## config.mk

```make
export PLATFORM = sky130hd
export DESIGN_NAME = radio_time_code_frame_decoder_top_flat
export DESIGN_NICKNAME = d
export VERILOG_FILES = /design/src/rtcfd_pkg.sv /design/src/rtcfd_if.sv /design/src/rtcfd_classifier.sv /design/src/rtcfd_queue.sv /design/src/rtcfd_frame_tracker.sv /design/src/radio_time_code_frame_decoder_top.sv /design/src/flat_wrapper.sv
export SDC_FILE = /design/constraint.sdc
export NUM_CORES = 1
export LEC_CHECK = 0
export BUFFER_PORTS_ARGS = -buffer_cell sky130_fd_sc_hd__buf_2
export CAP_MARGIN = 20
export CORE_MARGIN = 2
export CORE_UTILIZATION = 60
export CTS_BUF_LIST = sky130_fd_sc_hd__clkbuf_8
export DETAILED_ROUTE_END_ITERATION = 7
export PLACE_DENSITY_LB_ADDON = 0.1
export SLEW_MARGIN = 20
export SYNTH_ARGS = -nofsm -noshare
export SYNTH_HDL_FRONTEND = slang
export SYNTH_SLANG_ARGS = --single-unit
```

## constraint.sdc

```tcl
create_clock -name clk -period 13.25 [get_ports clk]
set_input_delay 1.9875 -clock clk [delete_from_list [all_inputs] [get_ports clk]]
set_output_delay 1.9875 -clock clk [all_outputs]
set_load 0.03 [all_outputs]
```

## src/rtcfd_pkg.sv

```systemverilog
// Shared types, constants and helper functions for the time code frame decoder.
package rtcfd_pkg;

  // Field widths
  localparam int PULSE_W   = 12;
  localparam int CENTER_W  = 12;
  localparam int MASK_W    = 60;
  localparam int CFG_IDX_W = 3;
  localparam int CFG_DATA_W = 60;
  localparam int SYM_W     = 2;
  localparam int SLOT_W    = 6;
  localparam int WEIGHT_W  = 8;
  localparam int PROD_W    = 10;
  localparam int MIN_W     = 8;
  localparam int HOUR_W    = 8;
  localparam int YDAY_W    = 11;
  localparam int YEAR_W    = 9;
  localparam int DST_W     = 4;

  // Default depth of the request queue between classifier and frame tracker
  localparam int QUEUE_DEPTH = 2;

  // Symbol codes
  localparam logic [SYM_W-1:0] SYM_ZERO   = 2'd0;
  localparam logic [SYM_W-1:0] SYM_ONE    = 2'd1;
  localparam logic [SYM_W-1:0] SYM_MARKER = 2'd2;
  localparam logic [SYM_W-1:0] SYM_ERROR  = 2'd3;

  // Frame positions
  localparam logic [SLOT_W-1:0] SLOT_FIRST     = 6'd0;
  localparam logic [SLOT_W-1:0] SLOT_MIN_TENS  = 6'd1;
  localparam logic [SLOT_W-1:0] SLOT_LEAP_YEAR = 6'd55;
  localparam logic [SLOT_W-1:0] SLOT_LEAPSEC   = 6'd56;
  localparam logic [SLOT_W-1:0] SLOT_LAST      = 6'd59;

  // Configuration register indexes
  localparam logic [CFG_IDX_W-1:0] CFG_ZERO_CENTER   = 3'd0;
  localparam logic [CFG_IDX_W-1:0] CFG_ONE_CENTER    = 3'd1;
  localparam logic [CFG_IDX_W-1:0] CFG_MARKER_CENTER = 3'd2;
  localparam logic [CFG_IDX_W-1:0] CFG_WINDOW_MARGIN = 3'd3;
  localparam logic [CFG_IDX_W-1:0] CFG_IGNORE_MASK   = 3'd4;

  // Configuration reset values
  localparam logic [CENTER_W-1:0] ZERO_CENTER_RST   = 12'd200;
  localparam logic [CENTER_W-1:0] ONE_CENTER_RST    = 12'd500;
  localparam logic [CENTER_W-1:0] MARKER_CENTER_RST = 12'd800;
  localparam logic [CENTER_W-1:0] WINDOW_MARGIN_RST = 12'd100;

  // Accumulator a data slot feeds
  typedef enum logic [2:0] {
    TGT_NONE,
    TGT_MIN,
    TGT_HOUR,
    TGT_YDAY,
    TGT_YEAR,
    TGT_DST
  } target_t;

  typedef struct packed {
    target_t               target;
    logic [WEIGHT_W-1:0]   weight;
  } slot_weight_t;

  // Classifier to queue: one classified request
  typedef struct packed {
    logic             valid;
    logic [SYM_W-1:0] symbol;
  } sym_req_t;

  // Queue status back to the classifier
  typedef struct packed {
    logic ready;
  } queue_stat_t;

  // Open window test: center - margin < pulse < center + margin, signed
  function automatic logic in_window(input logic [PULSE_W-1:0] pulse,
                                     input logic [CENTER_W-1:0] center,
                                     input logic [CENTER_W-1:0] margin);
    logic signed [CENTER_W+1:0] p;
    logic signed [CENTER_W+1:0] lo;
    logic signed [CENTER_W+1:0] hi;
    p  = $signed({2'b00, pulse});
    lo = $signed({2'b00, center}) - $signed({2'b00, margin});
    hi = $signed({2'b00, center}) + $signed({2'b00, margin});
    return (p > lo) && (p < hi);
  endfunction

  // Marker positions of the frame
  function automatic logic is_marker_slot(input logic [SLOT_W-1:0] s);
    return (s == 6'd0) || (s == 6'd9) || (s == 6'd19) || (s == 6'd29) ||
           (s == 6'd39) || (s == 6'd49) || (s == SLOT_LAST);
  endfunction

  // BCD weight table of the data slots
  function automatic slot_weight_t slot_weight(input logic [SLOT_W-1:0] s);
    slot_weight_t r;
    r.target = TGT_NONE;
    r.weight = '0;
    unique case (s)
      6'd1:  begin r.target = TGT_MIN;  r.weight = 8'd40;  end
      6'd2:  begin r.target = TGT_MIN;  r.weight = 8'd20;  end
      6'd3:  begin r.target = TGT_MIN;  r.weight = 8'd10;  end
      6'd5:  begin r.target = TGT_MIN;  r.weight = 8'd8;   end
      6'd6:  begin r.target = TGT_MIN;  r.weight = 8'd4;   end
      6'd7:  begin r.target = TGT_MIN;  r.weight = 8'd2;   end
      6'd8:  begin r.target = TGT_MIN;  r.weight = 8'd1;   end
      6'd12: begin r.target = TGT_HOUR; r.weight = 8'd20;  end
      6'd13: begin r.target = TGT_HOUR; r.weight = 8'd10;  end
      6'd15: begin r.target = TGT_HOUR; r.weight = 8'd8;   end
      6'd16: begin r.target = TGT_HOUR; r.weight = 8'd4;   end
      6'd17: begin r.target = TGT_HOUR; r.weight = 8'd2;   end
      6'd18: begin r.target = TGT_HOUR; r.weight = 8'd1;   end
      6'd22: begin r.target = TGT_YDAY; r.weight = 8'd200; end
      6'd23: begin r.target = TGT_YDAY; r.weight = 8'd100; end
      6'd25: begin r.target = TGT_YDAY; r.weight = 8'd80;  end
      6'd26: begin r.target = TGT_YDAY; r.weight = 8'd40;  end
      6'd27: begin r.target = TGT_YDAY; r.weight = 8'd20;  end
      6'd28: begin r.target = TGT_YDAY; r.weight = 8'd10;  end
      6'd30: begin r.target = TGT_YDAY; r.weight = 8'd8;   end
      6'd31: begin r.target = TGT_YDAY; r.weight = 8'd4;   end
      6'd32: begin r.target = TGT_YDAY; r.weight = 8'd2;   end
      6'd33: begin r.target = TGT_YDAY; r.weight = 8'd1;   end
      6'd45: begin r.target = TGT_YEAR; r.weight = 8'd80;  end
      6'd46: begin r.target = TGT_YEAR; r.weight = 8'd40;  end
      6'd47: begin r.target = TGT_YEAR; r.weight = 8'd20;  end
      6'd48: begin r.target = TGT_YEAR; r.weight = 8'd10;  end
      6'd50: begin r.target = TGT_YEAR; r.weight = 8'd8;   end
      6'd51: begin r.target = TGT_YEAR; r.weight = 8'd4;   end
      6'd52: begin r.target = TGT_YEAR; r.weight = 8'd2;   end
      6'd53: begin r.target = TGT_YEAR; r.weight = 8'd1;   end
      6'd57: begin r.target = TGT_DST;  r.weight = 8'd2;   end
      6'd58: begin r.target = TGT_DST;  r.weight = 8'd1;   end
      default: begin r.target = TGT_NONE; r.weight = '0;   end
    endcase
    return r;
  endfunction

endpackage

```

## src/rtcfd_if.sv

```systemverilog
// Valid/ready channel interfaces for pulse requests and decoded results.
interface rtcfd_pulse_if;
  logic                             valid;
  logic                             ready;
  logic [rtcfd_pkg::PULSE_W-1:0]    pulse_ms;

  modport source (output valid, output pulse_ms, input ready);
  modport sink   (input valid, input pulse_ms, output ready);
endinterface

interface rtcfd_result_if;
  logic                             valid;
  logic                             ready;
  logic [rtcfd_pkg::SYM_W-1:0]      symbol;
  logic                             frame_done;
  logic [rtcfd_pkg::SLOT_W-1:0]     slot_next;
  logic [rtcfd_pkg::MIN_W-1:0]      minutes_acc;
  logic [rtcfd_pkg::HOUR_W-1:0]     hours_acc;
  logic [rtcfd_pkg::YDAY_W-1:0]     yearday_acc;
  logic [rtcfd_pkg::YEAR_W-1:0]     year_acc;
  logic [rtcfd_pkg::SYM_W-1:0]      leap_year_code;
  logic [rtcfd_pkg::SYM_W-1:0]      leapsec_code;
  logic [rtcfd_pkg::DST_W-1:0]      dst_acc;

  modport source (output valid, output symbol, output frame_done, output slot_next,
                  output minutes_acc, output hours_acc, output yearday_acc,
                  output year_acc, output leap_year_code, output leapsec_code,
                  output dst_acc, input ready);
  modport sink   (input valid, input symbol, input frame_done, input slot_next,
                  input minutes_acc, input hours_acc, input yearday_acc,
                  input year_acc, input leap_year_code, input leapsec_code,
                  input dst_acc, output ready);
endinterface

```

## src/rtcfd_classifier.sv

```systemverilog
// Front end: configuration registers and pulse length classification.
module rtcfd_classifier (
  input  logic                                clk,
  input  logic                                rst,
  input  logic                                cfg_wr_en,
  input  logic [rtcfd_pkg::CFG_IDX_W-1:0]     cfg_index,
  input  logic [rtcfd_pkg::CFG_DATA_W-1:0]    cfg_data,
  rtcfd_pulse_if.sink                         pulse_in,
  input  rtcfd_pkg::queue_stat_t              q_stat,
  output rtcfd_pkg::sym_req_t                 push,
  output logic [rtcfd_pkg::MASK_W-1:0]        ignore_error_mask
);

  logic [rtcfd_pkg::CENTER_W-1:0] zero_center_ms;
  logic [rtcfd_pkg::CENTER_W-1:0] one_center_ms;
  logic [rtcfd_pkg::CENTER_W-1:0] marker_center_ms;
  logic [rtcfd_pkg::CENTER_W-1:0] window_margin_ms;
  logic [rtcfd_pkg::SYM_W-1:0]    symbol;

  // Configuration register file
  always_ff @(posedge clk) begin
    if (rst) begin
      zero_center_ms    <= rtcfd_pkg::ZERO_CENTER_RST;
      one_center_ms     <= rtcfd_pkg::ONE_CENTER_RST;
      marker_center_ms  <= rtcfd_pkg::MARKER_CENTER_RST;
      window_margin_ms  <= rtcfd_pkg::WINDOW_MARGIN_RST;
      ignore_error_mask <= '0;
    end else if (cfg_wr_en) begin
      unique case (cfg_index)
        rtcfd_pkg::CFG_ZERO_CENTER:
          zero_center_ms <= cfg_data[rtcfd_pkg::CENTER_W-1:0];
        rtcfd_pkg::CFG_ONE_CENTER:
          one_center_ms <= cfg_data[rtcfd_pkg::CENTER_W-1:0];
        rtcfd_pkg::CFG_MARKER_CENTER:
          marker_center_ms <= cfg_data[rtcfd_pkg::CENTER_W-1:0];
        rtcfd_pkg::CFG_WINDOW_MARGIN:
          window_margin_ms <= cfg_data[rtcfd_pkg::CENTER_W-1:0];
        rtcfd_pkg::CFG_IGNORE_MASK:
          ignore_error_mask <= cfg_data[rtcfd_pkg::MASK_W-1:0];
        default: ;
      endcase
    end
  end

  // Window tests, first match wins: zero, one, marker
  always_comb begin
    priority if (rtcfd_pkg::in_window(pulse_in.pulse_ms, zero_center_ms,
                                      window_margin_ms)) begin
      symbol = rtcfd_pkg::SYM_ZERO;
    end else if (rtcfd_pkg::in_window(pulse_in.pulse_ms, one_center_ms,
                                      window_margin_ms)) begin
      symbol = rtcfd_pkg::SYM_ONE;
    end else if (rtcfd_pkg::in_window(pulse_in.pulse_ms, marker_center_ms,
                                      window_margin_ms)) begin
      symbol = rtcfd_pkg::SYM_MARKER;
    end else begin
      symbol = rtcfd_pkg::SYM_ERROR;
    end
  end

  // Push straight into the queue; ready follows queue space
  assign pulse_in.ready = q_stat.ready;
  assign push.valid     = pulse_in.valid;
  assign push.symbol    = symbol;

endmodule

```

## src/rtcfd_queue.sv

```systemverilog
// Short symbol queue between the classifier and the frame tracker.
module rtcfd_queue #(
  parameter int QUEUE_DEPTH = rtcfd_pkg::QUEUE_DEPTH
) (
  input  logic                    clk,
  input  logic                    rst,
  input  rtcfd_pkg::sym_req_t     push,
  output rtcfd_pkg::queue_stat_t  q_stat,
  output rtcfd_pkg::sym_req_t     head,
  input  logic                    pop
);

  localparam int AW = (QUEUE_DEPTH > 1) ? $clog2(QUEUE_DEPTH) : 1;
  localparam int CW = $clog2(QUEUE_DEPTH + 1);

  logic [rtcfd_pkg::SYM_W-1:0] entries [QUEUE_DEPTH];
  logic [AW-1:0]               wr_ptr;
  logic [AW-1:0]               rd_ptr;
  logic [CW-1:0]               count;
  logic                        full;
  logic                        empty;
  logic                        do_push;
  logic                        do_pop;

  assign full    = (count == CW'(QUEUE_DEPTH));
  assign empty   = (count == '0);
  assign do_push = push.valid && !full;
  assign do_pop  = pop && !empty;

  // Storage
  always_ff @(posedge clk) begin
    if (do_push) begin
      entries[wr_ptr] <= push.symbol;
    end
  end

  // Pointers and fill count
  always_ff @(posedge clk) begin
    if (rst) begin
      wr_ptr <= '0;
      rd_ptr <= '0;
      count  <= '0;
    end else begin
      if (do_push) begin
        wr_ptr <= (wr_ptr == AW'(QUEUE_DEPTH - 1)) ? '0 : wr_ptr + 1'b1;
      end
      if (do_pop) begin
        rd_ptr <= (rd_ptr == AW'(QUEUE_DEPTH - 1)) ? '0 : rd_ptr + 1'b1;
      end
      unique case ({do_push, do_pop})
        2'b10:   count <= count + 1'b1;
        2'b01:   count <= count - 1'b1;
        default: count <= count;
      endcase
    end
  end

  assign q_stat.ready = !full;
  assign head.valid   = !empty;
  assign head.symbol  = entries[rd_ptr];

`ifndef SYNTHESIS
  // Fill count stays within the storage
  a_count_bound: assert property (@(posedge clk) disable iff (rst)
    count <= CW'(QUEUE_DEPTH))
    else $error("queue count exceeds depth");

  // A push into a non-full queue is reflected in the count unless popped
  a_push_count: assert property (@(posedge clk) disable iff (rst)
    (do_push && !do_pop) |=> (count == $past(count) + 1'b1))
    else $error("queue count did not advance on push");
`endif

endmodule

```

## src/rtcfd_frame_tracker.sv

```systemverilog
// Back end: slot tracking, resync rules, accumulators and result register.
module rtcfd_frame_tracker (
  input  logic                             clk,
  input  logic                             rst,
  input  rtcfd_pkg::sym_req_t              head,
  output logic                             pop,
  input  logic [rtcfd_pkg::MASK_W-1:0]     ignore_error_mask,
  rtcfd_result_if.source                   result_out
);

  // Frame state
  logic [rtcfd_pkg::SLOT_W-1:0] slot;
  logic [rtcfd_pkg::SYM_W-1:0]  prev_symbol;
  logic [rtcfd_pkg::MIN_W-1:0]  minutes_reg;
  logic [rtcfd_pkg::HOUR_W-1:0] hours_reg;
  logic [rtcfd_pkg::YDAY_W-1:0] yearday_reg;
  logic [rtcfd_pkg::YEAR_W-1:0] year_reg;
  logic [rtcfd_pkg::SYM_W-1:0]  leap_year_reg;
  logic [rtcfd_pkg::SYM_W-1:0]  leapsec_reg;
  logic [rtcfd_pkg::DST_W-1:0]  dst_reg;

  logic [rtcfd_pkg::SLOT_W-1:0] slot_next;
  logic [rtcfd_pkg::MIN_W-1:0]  minutes_next;
  logic [rtcfd_pkg::HOUR_W-1:0] hours_next;
  logic [rtcfd_pkg::YDAY_W-1:0] yearday_next;
  logic [rtcfd_pkg::YEAR_W-1:0] year_next;
  logic [rtcfd_pkg::SYM_W-1:0]  leap_year_next;
  logic [rtcfd_pkg::SYM_W-1:0]  leapsec_next;
  logic [rtcfd_pkg::DST_W-1:0]  dst_next;
  logic                         done_next;

  // Result register
  logic                         out_valid;
  logic [rtcfd_pkg::SYM_W-1:0]  out_symbol;
  logic                         out_done;
  logic [rtcfd_pkg::SLOT_W-1:0] out_slot;
  logic [rtcfd_pkg::MIN_W-1:0]  out_minutes;
  logic [rtcfd_pkg::HOUR_W-1:0] out_hours;
  logic [rtcfd_pkg::YDAY_W-1:0] out_yearday;
  logic [rtcfd_pkg::YEAR_W-1:0] out_year;
  logic [rtcfd_pkg::SYM_W-1:0]  out_leap_year;
  logic [rtcfd_pkg::SYM_W-1:0]  out_leapsec;
  logic [rtcfd_pkg::DST_W-1:0]  out_dst;

  // Working signals of the update
  logic [rtcfd_pkg::SYM_W-1:0]  sym;
  logic [rtcfd_pkg::SLOT_W-1:0] slot_rolled;
  logic [rtcfd_pkg::SLOT_W-1:0] slot_cur;
  logic [63:0]                  mask_ext;
  logic                         rollover;
  logic                         err_resync;
  logic                         dbl_marker;
  logic                         clear_early;
  rtcfd_pkg::slot_weight_t      sw;
  logic [rtcfd_pkg::PROD_W-1:0] prod;
  logic                         fire;

  // Take a request whenever the result register is free or being drained
  assign fire = head.valid && (!out_valid || result_out.ready);
  assign pop  = fire;

  assign sym         = head.symbol;
  assign rollover    = (slot > rtcfd_pkg::SLOT_LAST);
  assign slot_rolled = rollover ? rtcfd_pkg::SLOT_FIRST : slot;
  assign mask_ext    = {{(64 - rtcfd_pkg::MASK_W){1'b0}}, ignore_error_mask};
  assign err_resync  = (sym == rtcfd_pkg::SYM_ERROR) && !mask_ext[slot_rolled];
  assign dbl_marker  = (sym == rtcfd_pkg::SYM_MARKER) &&
                       (prev_symbol == rtcfd_pkg::SYM_MARKER);
  assign slot_cur    = dbl_marker ? rtcfd_pkg::SLOT_FIRST : slot_rolled;
  assign clear_early = rollover || dbl_marker;
  assign sw          = rtcfd_pkg::slot_weight(slot_cur);
  assign prod        = rtcfd_pkg::PROD_W'(sw.weight) * rtcfd_pkg::PROD_W'(sym);

  // Next frame state for one symbol
  always_comb begin
    done_next      = 1'b0;
    minutes_next   = clear_early ? '0 : minutes_reg;
    hours_next     = clear_early ? '0 : hours_reg;
    yearday_next   = clear_early ? '0 : yearday_reg;
    year_next      = clear_early ? '0 : year_reg;
    leap_year_next = clear_early ? '0 : leap_year_reg;
    leapsec_next   = clear_early ? '0 : leapsec_reg;
    dst_next       = clear_early ? '0 : dst_reg;
    slot_next      = slot_cur + 1'b1;

    if (err_resync) begin
      minutes_next   = '0;
      hours_next     = '0;
      yearday_next   = '0;
      year_next      = '0;
      leap_year_next = '0;
      leapsec_next   = '0;
      dst_next       = '0;
      slot_next      = rtcfd_pkg::SLOT_FIRST;
    end else if (rtcfd_pkg::is_marker_slot(slot_cur)) begin
      if (sym != rtcfd_pkg::SYM_MARKER) begin
        // missing marker
        minutes_next   = '0;
        hours_next     = '0;
        yearday_next   = '0;
        year_next      = '0;
        leap_year_next = '0;
        leapsec_next   = '0;
        dst_next       = '0;
        slot_next      = rtcfd_pkg::SLOT_FIRST;
      end else if (slot_cur == rtcfd_pkg::SLOT_LAST) begin
        done_next = 1'b1;
      end
    end else if (slot_cur == rtcfd_pkg::SLOT_MIN_TENS &&
                 sym == rtcfd_pkg::SYM_MARKER) begin
      // marker right after the frame marker restarts the accumulation
      minutes_next   = '0;
      hours_next     = '0;
      yearday_next   = '0;
      year_next      = '0;
      leap_year_next = '0;
      leapsec_next   = '0;
      dst_next       = '0;
    end else if (slot_cur == rtcfd_pkg::SLOT_LEAP_YEAR) begin
      leap_year_next = sym;
    end else if (slot_cur == rtcfd_pkg::SLOT_LEAPSEC) begin
      leapsec_next = sym;
    end else begin
      unique case (sw.target)
        rtcfd_pkg::TGT_MIN:  minutes_next = minutes_next + rtcfd_pkg::MIN_W'(prod);
        rtcfd_pkg::TGT_HOUR: hours_next   = hours_next + rtcfd_pkg::HOUR_W'(prod);
        rtcfd_pkg::TGT_YDAY: yearday_next = yearday_next + rtcfd_pkg::YDAY_W'(prod);
        rtcfd_pkg::TGT_YEAR: year_next    = year_next + rtcfd_pkg::YEAR_W'(prod);
        rtcfd_pkg::TGT_DST:  dst_next     = dst_next + rtcfd_pkg::DST_W'(prod);
        default: ;
      endcase
    end
  end

  // Frame state registers
  always_ff @(posedge clk) begin
    if (rst) begin
      slot          <= '0;
      prev_symbol   <= '0;
      minutes_reg   <= '0;
      hours_reg     <= '0;
      yearday_reg   <= '0;
      year_reg      <= '0;
      leap_year_reg <= '0;
      leapsec_reg   <= '0;
      dst_reg       <= '0;
    end else if (fire) begin
      slot          <= slot_next;
      prev_symbol   <= sym;
      minutes_reg   <= minutes_next;
      hours_reg     <= hours_next;
      yearday_reg   <= yearday_next;
      year_reg      <= year_next;
      leap_year_reg <= leap_year_next;
      leapsec_reg   <= leapsec_next;
      dst_reg       <= dst_next;
    end
  end

  // Result valid
  always_ff @(posedge clk) begin
    if (rst) begin
      out_valid <= 1'b0;
    end else begin
      out_valid <= fire || (out_valid && !result_out.ready);
    end
  end

  // Result payload
  always_ff @(posedge clk) begin
    if (fire) begin
      out_symbol    <= sym;
      out_done      <= done_next;
      out_slot      <= slot_next;
      out_minutes   <= minutes_next;
      out_hours     <= hours_next;
      out_yearday   <= yearday_next;
      out_year      <= year_next;
      out_leap_year <= leap_year_next;
      out_leapsec   <= leapsec_next;
      out_dst       <= dst_next;
    end
  end

  assign result_out.valid          = out_valid;
  assign result_out.symbol         = out_symbol;
  assign result_out.frame_done     = out_done;
  assign result_out.slot_next      = out_slot;
  assign result_out.minutes_acc    = out_minutes;
  assign result_out.hours_acc      = out_hours;
  assign result_out.yearday_acc    = out_yearday;
  assign result_out.year_acc       = out_year;
  assign result_out.leap_year_code = out_leap_year;
  assign result_out.leapsec_code   = out_leapsec;
  assign result_out.dst_acc        = out_dst;

`ifndef SYNTHESIS
  // Position never goes past one beyond the last slot
  a_slot_range: assert property (@(posedge clk) disable iff (rst)
    slot <= rtcfd_pkg::SLOT_LAST + 6'd1)
    else $error("slot out of range");

  // A completed frame is always a marker that leaves the position past the end
  a_done_marker: assert property (@(posedge clk) disable iff (rst)
    (out_valid && out_done) |->
      (out_symbol == rtcfd_pkg::SYM_MARKER) &&
      (out_slot == rtcfd_pkg::SLOT_LAST + 6'd1))
    else $error("frame done without marker at last slot");

  // Every request taken from the queue shows up as a result next cycle
  a_fire_valid: assert property (@(posedge clk) disable iff (rst)
    fire |=> out_valid)
    else $error("result lost after pop");

  // An unmasked error always restarts the frame with empty accumulators
  a_err_clear: assert property (@(posedge clk) disable iff (rst)
    (fire && err_resync) |=>
      (slot == rtcfd_pkg::SLOT_FIRST) && (minutes_reg == '0) && (dst_reg == '0))
    else $error("error did not resync the frame");
`endif

endmodule

```

## src/radio_time_code_frame_decoder_top.sv

```systemverilog
// Top level of the radio time code frame decoder.
// One pulse length request per cycle is accepted while the queue has space, and one
// decoded result is returned for each, in order; sustained rate is one request per
// clock while the result side does not stall. A request is classified in the
// same cycle it is accepted, sits in the small queue, and is applied to the frame
// state and lands in the result register when the result register is free or being
// drained. The queue (QUEUE_DEPTH entries) plus the result register buffer requests
// while the result side stalls; the input stalls only when both are full.
// Configuration is written through cfg_wr_en/cfg_index/cfg_data, register order:
// zero center, one center, marker center, window margin, ignore error mask.
module radio_time_code_frame_decoder_top #(
  parameter int QUEUE_DEPTH = rtcfd_pkg::QUEUE_DEPTH
) (
  input  logic                              clk,
  input  logic                              rst,
  input  logic                              cfg_wr_en,
  input  logic [rtcfd_pkg::CFG_IDX_W-1:0]   cfg_index,
  input  logic [rtcfd_pkg::CFG_DATA_W-1:0]  cfg_data,
  rtcfd_pulse_if.sink                       pulse_in,
  rtcfd_result_if.source                    result_out
);

  rtcfd_pkg::sym_req_t             push;
  rtcfd_pkg::sym_req_t             head;
  rtcfd_pkg::queue_stat_t          q_stat;
  logic                            pop;
  logic [rtcfd_pkg::MASK_W-1:0]    ignore_error_mask;

  // Front: configuration and classification
  rtcfd_classifier u_classifier (
    .clk               (clk),
    .rst               (rst),
    .cfg_wr_en         (cfg_wr_en),
    .cfg_index         (cfg_index),
    .cfg_data          (cfg_data),
    .pulse_in          (pulse_in),
    .q_stat            (q_stat),
    .push              (push),
    .ignore_error_mask (ignore_error_mask)
  );

  // Decoupling queue
  rtcfd_queue #(
    .QUEUE_DEPTH (QUEUE_DEPTH)
  ) u_queue (
    .clk    (clk),
    .rst    (rst),
    .push   (push),
    .q_stat (q_stat),
    .head   (head),
    .pop    (pop)
  );

  // Back: frame tracking and result register
  rtcfd_frame_tracker u_frame_tracker (
    .clk               (clk),
    .rst               (rst),
    .head              (head),
    .pop               (pop),
    .ignore_error_mask (ignore_error_mask),
    .result_out        (result_out)
  );

endmodule

```

## src/flat_wrapper.sv

```systemverilog
// flat-port wrapper written by rule: the top's interface ports become plain ports
module radio_time_code_frame_decoder_top_flat 
#(
  parameter int QUEUE_DEPTH = rtcfd_pkg::QUEUE_DEPTH
)
  (clk, rst, cfg_wr_en, cfg_index, cfg_data, pulse_in_valid, pulse_in_pulse_ms, pulse_in_ready, result_out_valid, result_out_symbol, result_out_frame_done, result_out_slot_next, result_out_minutes_acc, result_out_hours_acc, result_out_yearday_acc, result_out_year_acc, result_out_leap_year_code, result_out_leapsec_code, result_out_dst_acc, result_out_ready);
  rtcfd_pulse_if pulse_in_i ();
  rtcfd_result_if result_out_i ();
  input  logic clk;
  input  logic rst;
  input  logic cfg_wr_en;
  input  logic [rtcfd_pkg::CFG_IDX_W-1:0] cfg_index;
  input  logic [rtcfd_pkg::CFG_DATA_W-1:0] cfg_data;
  input wire logic [$bits(pulse_in_i.valid)-1:0] pulse_in_valid;
  input wire logic [$bits(pulse_in_i.pulse_ms)-1:0] pulse_in_pulse_ms;
  output wire logic [$bits(pulse_in_i.ready)-1:0] pulse_in_ready;
  output wire logic [$bits(result_out_i.valid)-1:0] result_out_valid;
  output wire logic [$bits(result_out_i.symbol)-1:0] result_out_symbol;
  output wire logic [$bits(result_out_i.frame_done)-1:0] result_out_frame_done;
  output wire logic [$bits(result_out_i.slot_next)-1:0] result_out_slot_next;
  output wire logic [$bits(result_out_i.minutes_acc)-1:0] result_out_minutes_acc;
  output wire logic [$bits(result_out_i.hours_acc)-1:0] result_out_hours_acc;
  output wire logic [$bits(result_out_i.yearday_acc)-1:0] result_out_yearday_acc;
  output wire logic [$bits(result_out_i.year_acc)-1:0] result_out_year_acc;
  output wire logic [$bits(result_out_i.leap_year_code)-1:0] result_out_leap_year_code;
  output wire logic [$bits(result_out_i.leapsec_code)-1:0] result_out_leapsec_code;
  output wire logic [$bits(result_out_i.dst_acc)-1:0] result_out_dst_acc;
  input wire logic [$bits(result_out_i.ready)-1:0] result_out_ready;
  assign pulse_in_i.valid = pulse_in_valid;
  assign pulse_in_i.pulse_ms = pulse_in_pulse_ms;
  assign pulse_in_ready = pulse_in_i.ready;
  assign result_out_valid = result_out_i.valid;
  assign result_out_symbol = result_out_i.symbol;
  assign result_out_frame_done = result_out_i.frame_done;
  assign result_out_slot_next = result_out_i.slot_next;
  assign result_out_minutes_acc = result_out_i.minutes_acc;
  assign result_out_hours_acc = result_out_i.hours_acc;
  assign result_out_yearday_acc = result_out_i.yearday_acc;
  assign result_out_year_acc = result_out_i.year_acc;
  assign result_out_leap_year_code = result_out_i.leap_year_code;
  assign result_out_leapsec_code = result_out_i.leapsec_code;
  assign result_out_dst_acc = result_out_i.dst_acc;
  assign result_out_i.ready = result_out_ready;
  radio_time_code_frame_decoder_top #(.QUEUE_DEPTH(QUEUE_DEPTH)) u_core (.clk(clk), .rst(rst), .cfg_wr_en(cfg_wr_en), .cfg_index(cfg_index), .cfg_data(cfg_data), .pulse_in(pulse_in_i), .result_out(result_out_i));
endmodule
```

# ---- After elaboration in Yosys (flattened, before gate mapping)
# Memories as Yosys holds them, arrays and structs flattened. A register that Yosys moved wholly into a read port is not among the register bits.
# Index checks and enable logic that the tools add are counted.
dict set report word_totals {
  input_bits 80
  ff_bits 218
  mem_count 2
  romBits 704
  ramBits 4
}
dict set report classes {
  muxes 71
  reduce_logical 34
  n_mul 1
  n_eq_ne 25
  n_lt_le_gt_ge 8
  n_bitwise 1
  n_addsub 16
}
# name words width read_ports rd_ports_with_merged_regs write_ports line_no
set mem_list {}
lappend mem_list {{(name not given)} 64 11 1 0 0 rtcfd_pkg.sv:99} ;# unique case (s)
lappend mem_list {u_core.u_queue.entries 2 2 1 1 1 rtcfd_queue.sv:16} ;# logic [rtcfd_pkg::SYM_W-1:0] entries [QUEUE_DEPTH];
# op n
set ops {}
lappend ops {{2-to-1 mux 8 bit} 16}
lappend ops {{2-to-1 mux 11 bit} 8}
lappend ops {{2-to-1 mux 9 bit} 8}
lappend ops {{adder 12 x 12 -> 13 bit} 3}
lappend ops {{greater-than comparator 13 bit} 3}
lappend ops {{less-than comparator 12 x 13 -> 1 bit} 3}
lappend ops {{subtractor 12 x 12 -> 13 bit} 3}
lappend ops {{2-to-1 mux 4 bit} 8}
lappend ops {{equality test 6 bit (second input constant)} 5}
lappend ops {{2-to-1 mux 2 bit} 15}
lappend ops {{2-to-1 mux 6 bit} 5}
lappend ops {{adder 8 bit} 2}
lappend ops {{equality test 3 x 2 -> 1 bit (second input constant)} 4}
lappend ops {{equality test 6 x 5 -> 1 bit (second input constant)} 2}
lappend ops {{adder 11 x 10 -> 11 bit} 1}
lappend ops {{equality test 2 bit (second input constant)} 5}
lappend ops {{logical AND 1 bit} 10}
lappend ops {{multiplier 8 x 2 -> 10 bit} 1}
lappend ops {{AND reduction 2 bit} 5}
lappend ops {{adder 9 bit} 1}
lappend ops {{equality test 3 bit (second input constant)} 3}
lappend ops {{logical OR 1 bit} 9}
lappend ops {{2-to-1 mux 1 bit} 9}
lappend ops {{less-than comparator 6 x 7 -> 1 bit (second input constant)} 1}
lappend ops {{20 further kinds} 26}

# ---- Logic depth before layout (Yosys ltp)
dict set report depth {
  word_depth 12
  depth_mapped 34
  ltp_nobuf 29
}

# ---- Cells and area by module
# Synthesis repeated with hierarchy kept, for this count alone.
dict set report unflattened {
  hier_cells 2129
  hier_area_um2 17244.0
}
# module area_per_inst_um2 n_inst cells_each
set by_module_without_submodules {}
lappend by_module_without_submodules {rtcfd_frame_tracker 8552.0 1 1030}
lappend by_module_without_submodules {rtcfd_classifier 8326.7 1 1069}
lappend by_module_without_submodules {rtcfd_queue 365.4 1 30}

# ---- Worst setup path after synthesis
# OpenSTA, ideal clock, no wires.
dict set report synth_timing {
  path_type {register -> register}
  start {memory u_core.u_queue.entries[1][1] (netlist bit)}
  end {register u_core.u_frame_tracker.year_reg[8] (netlist bit)}
  arrival_ns 6.492
  stages_incl_launch_ff 32
  period_less_slack_ns 6.553
  setup_slack_ns 6.697
  setup_ns 0.061
  n_path_buf 5
  required_ns 13.189
  path_cell_list {edfxtp_1 > and3b_1 > o21a_1 > buf_2 > nor2_1 > clkbuf_1 > clkbuf_1 > buf_1 > nand2_1 > inv_1 > ha_1 > clkbuf_1 > o21ai_0 > a221oi_1 > a21oi_1 > a41oi_1 > nand2_1 > nor2_1 > ha_1 > fa_1 > a211oi_1 > or2_2 > nand2_1 > inv_1 > ha_1 > o21a_1 > o21ai_0 > a21oi_1 > or4_1 > and3_1 > o32ai_1 > a32o_1}
}
# item line_no
set synth_rtl {}
lappend synth_rtl {{start, declared} rtcfd_queue.sv:16}
lappend synth_rtl {{end signal, assigned} rtcfd_frame_tracker.sv:153} ;# year_reg <= year_next;
lappend synth_rtl {{end, declared} rtcfd_frame_tracker.sv:17} ;# logic [rtcfd_pkg::YEAR_W-1:0] year_reg;

==> run summary <==
The floorplan step defined a die boundary enclosing 0.0292 sq mm. For the final routed database, the setup TNS stands at 0 ns. In this design, the largest share of critical-path delay is due to compound AO/OA/AOI/OAI gates.

The worst-margin pin slew was 1.08 ns. The tools report the number of setup violations in the final report as 0. The cell area after synthesis is 0.0167 sq mm.

The run finished with clean final reports. Measured along the x axis, the die boundary spans 171 um. In the final layout, the multi-input gates occupy 0.0109 sq mm. Relative to the synthesized area, the layout overhead comes to 9.63%. The run gives 0 as the final count of pins violating max slew. The number of design-rule violations left by the first detailed-router iteration was 1336.

In this run, placement finished with an instance count of 2465. The total wirelength of the detailed-routed design was 48700 um; the initial core utilization was 0.605. The met1 global-route usage was 0.463.

Global-route wire length before repair: 76300 um. Entering global routing, the biggest net connects 84 pins. The slowest stage of the critical path belongs to the cell o21a_1. Number of gates resized after cts: 0. The final period utilization was 0.544. Setup repair after global routing left no endpoint under its margin.

The critical path start-end classification was reg -> reg. The setup slack at placement is 6.17 ns, and the largest stage delay on the critical path is 0.76 ns. Once layout is complete, the cells apart from fillers number 2531. Clock-pin slew was measured on the worst setup and hold paths at 0.06 ns. The final critical-path required period is 7.21 ns. Yosys instantiated no cell more often than nand2_1. In this run the worst hold path is classified as reg -> reg. The later-pin clock latency in the skew report was 0.57 ns.

The logs give 6.04 ns for the slack of the critical path and 14300 for the number of global-route vias before repair. Dividing total power by cell area gives a power density of 121 mW/mm^2. TritonCTS built the clock tree.

The synthesis warning total came out at 0. The static leakage came out at 7.58 nW. The most numerous cell type found on the critical path is o21ai_0. For the clock buffer count from CTS, the log shows 37. Of all cell types, the one taking the most synthesized area is dfxtp_1. The upper clock frequency limit came out at 139 MHz. The highest fanout seen on the critical path came out at 18. The data arrival at the endpoint of the critical path is 7.50 ns, and the number of hold-repair buffers added at the cts stage is 0. The post-synthesis cell count is 2039, and the floorplan core area is 0.0276 sq mm. The routed layout has 15300 vias. For the required time of the worst setup path, the log shows 13.54 ns. The count of H-tree levels built during CTS came out at 2. The number of iterations in the first detailed-routing pass came out at 5. Proportion of synthesized flip-flops having asynchronous set or reset: 0. Yosys mapped a number of flops with a built-in enable equal to 57. By area the synthesized netlist is led by dfxtp_1 20%, ha_1 14%, edfxtp_1 10%. Number of antenna violations at the first check in global routing: 3.

For the worst hold slack, the log shows 0.453 ns. The worst setup path is launched from a flop. The distinct cell type count after synthesis is 94. The number of placement rows is 61, and the detailed placement HPWL is 36600 um. For the number of clock sinks, the log shows 223.

Ranked by instance count, the synthesized netlist is headed by 335 x nand2_1, 204 x a21oi_1, 186 x ha_1, 166 x dfxtp_1, 161 x nor2_1. Most utilized layer in the global route result: met2. The post-synth net total is 2317, and the number of nets with antenna violations after routing is 0. For this run, the leading register cell type out of synthesis is dfxtp_1. The share of post-route cells with drive strength above 1 came out at 0.114. The logs give 0.282 for the relative slew slack and 0 for the max-cap violation count. A synthesized cell averages 8.19 sq um. The overall fraction of global-route tracks in use is 0.330, and the worst setup skew after layout is 0.0369 ns. Buffers placed on the I/O ports in this run total 134. In this run the deepest clock path goes through 3 buffers. The synthesized flop and latch total was 223; the footprint of the flip-flops and latches was 0.00503 sq mm. The fraction of the yosys area taken by sequential cells was 0.301.

STA classifies the critical path endpoint as a flop. The tools report the aggregate global routing overflow as 0. The register name with the most flops was u_core.u_classifier.ignore_error_mask. The top-area cell type share of the netlist area was 0.199. For the final core area utilization, the log shows 0.663. Routability congestion estimate: 0.933. Once the clock tree was built, the setup fixing pass inserted 0 buffers. After filler insertion, the fill cell instance count of the layout stands at 2401. Number of flip-flops in the largest register: 60.

The routed wire length per instance works out to 19.3 um. Top-level I/O count: 135. From bottom edge to top edge, the die measures 171 um. The net count of the finished layout is 2404. For the peak supply drop, the log shows 86.1 uV.

The routed via count divided by cell count is 6.06, and the number of buffer and inverter instances along the worst setup path is 2. The tools report the global routing usage on met2 as 0.528. The number of hold-slack violations in the final timing report came out at 0. The met3 demand-to-capacity share in global routing was 0.0472. After detailed routing, the number of remaining DRC violations is 0. The tools report the root cell of the clock tree as clkbuf_8.
## cells in the final DEF, fill, tap and decap left out, drive strengths merged, types with 57 or more instances in the layout
cell and instances:
inv 98, nand2 335, ha 186, edfxtp 57, dfxtp 166, a21oi 204, xnor2 76, o21ai 84
nor2 162, buf 153
## layer usage
layer / wire (um) / part of all wire
met2: 21600 / 0.44
met3: 3980 / 0.082
met1: 21900 / 0.45
met5: 14 / 0.00029
met4: 1280 / 0.026
## final cells by class
| class | count | share of cell area |
|---|---|---|
| Inverter | 84 | 0.0172 |
| Sequential cell | 223 | 0.275 |
| Clock inverter | 24 | 0.0101 |
| Clock buffer | 40 | 0.0301 |
| Timing Repair Buffer | 153 | 0.0452 |
| Multi-Input combinational cell | 1627 | 0.596 |
| Tap cell | 378 | 0.0258 |
| Antenna cell | 2 | 0.000273 |
## through the flow
step,power (W),instance area (sq um)
after global routing,0.00233,18300
after detailed placement,0.00162,17600
final,0.00222,18300
after global placement,0.00160,17500
after CTS,0.00222,18300
after floorplan,0.00138,16700
## worst min-delay path: cells and delay by family (launching register included)
family / cells / cell delay [ns]
DFF: 1 / 0.30
and+or+nand+nor: 1 / 0.05
AOI/OAI and AO/OA: 1 / 0.05
## where the power goes
| group | switching (W) | internal [W] |
|---|---|---|
| sequential | 0.0000329 | 0.000808 |
| clock | 0.000284 | 0.000322 |
| combinational | 0.000557 | 0.000218 |
| total | 0.000874 | 0.00135 |
## worst paths after layout
path / endpoint / startpoint / depth (start not counted) / slack [ns]
max reg2reg: u_core.u_frame_tracker.result_out.year_acc[8]$_DFFE_PP_ / u_core.u_queue.entries[0][0]$_DFFE_PP_ / 25 / 6.04
min reg2reg: u_core.u_classifier.ignore_error_mask[44]$_SDFFE_PP0P_ / u_core.u_classifier.ignore_error_mask[44]$_SDFFE_PP0P_ / 2 / 0.45
max: u_core.u_frame_tracker.result_out.year_acc[8]$_DFFE_PP_ / u_core.u_queue.entries[0][0]$_DFFE_PP_ / 25 / 6.04
min: u_core.u_classifier.ignore_error_mask[44]$_SDFFE_PP0P_ / u_core.u_classifier.ignore_error_mask[44]$_SDFFE_PP0P_ / 2 / 0.45
## cell families after synthesis
logic type               after synthesis  share of synthesized area
adder cells (fa/ha/maj)              203                      0.157
flip-flops                           223                      0.301
buffers and inverters                189                     0.0476
AO/OA/AOI/OAI                        527                      0.203
XOR/XNOR                              99                     0.0519
AND/OR/NAND/NOR                      747                      0.206
multiplexers                          51                     0.0339
(Power assumes the default switching activity.)
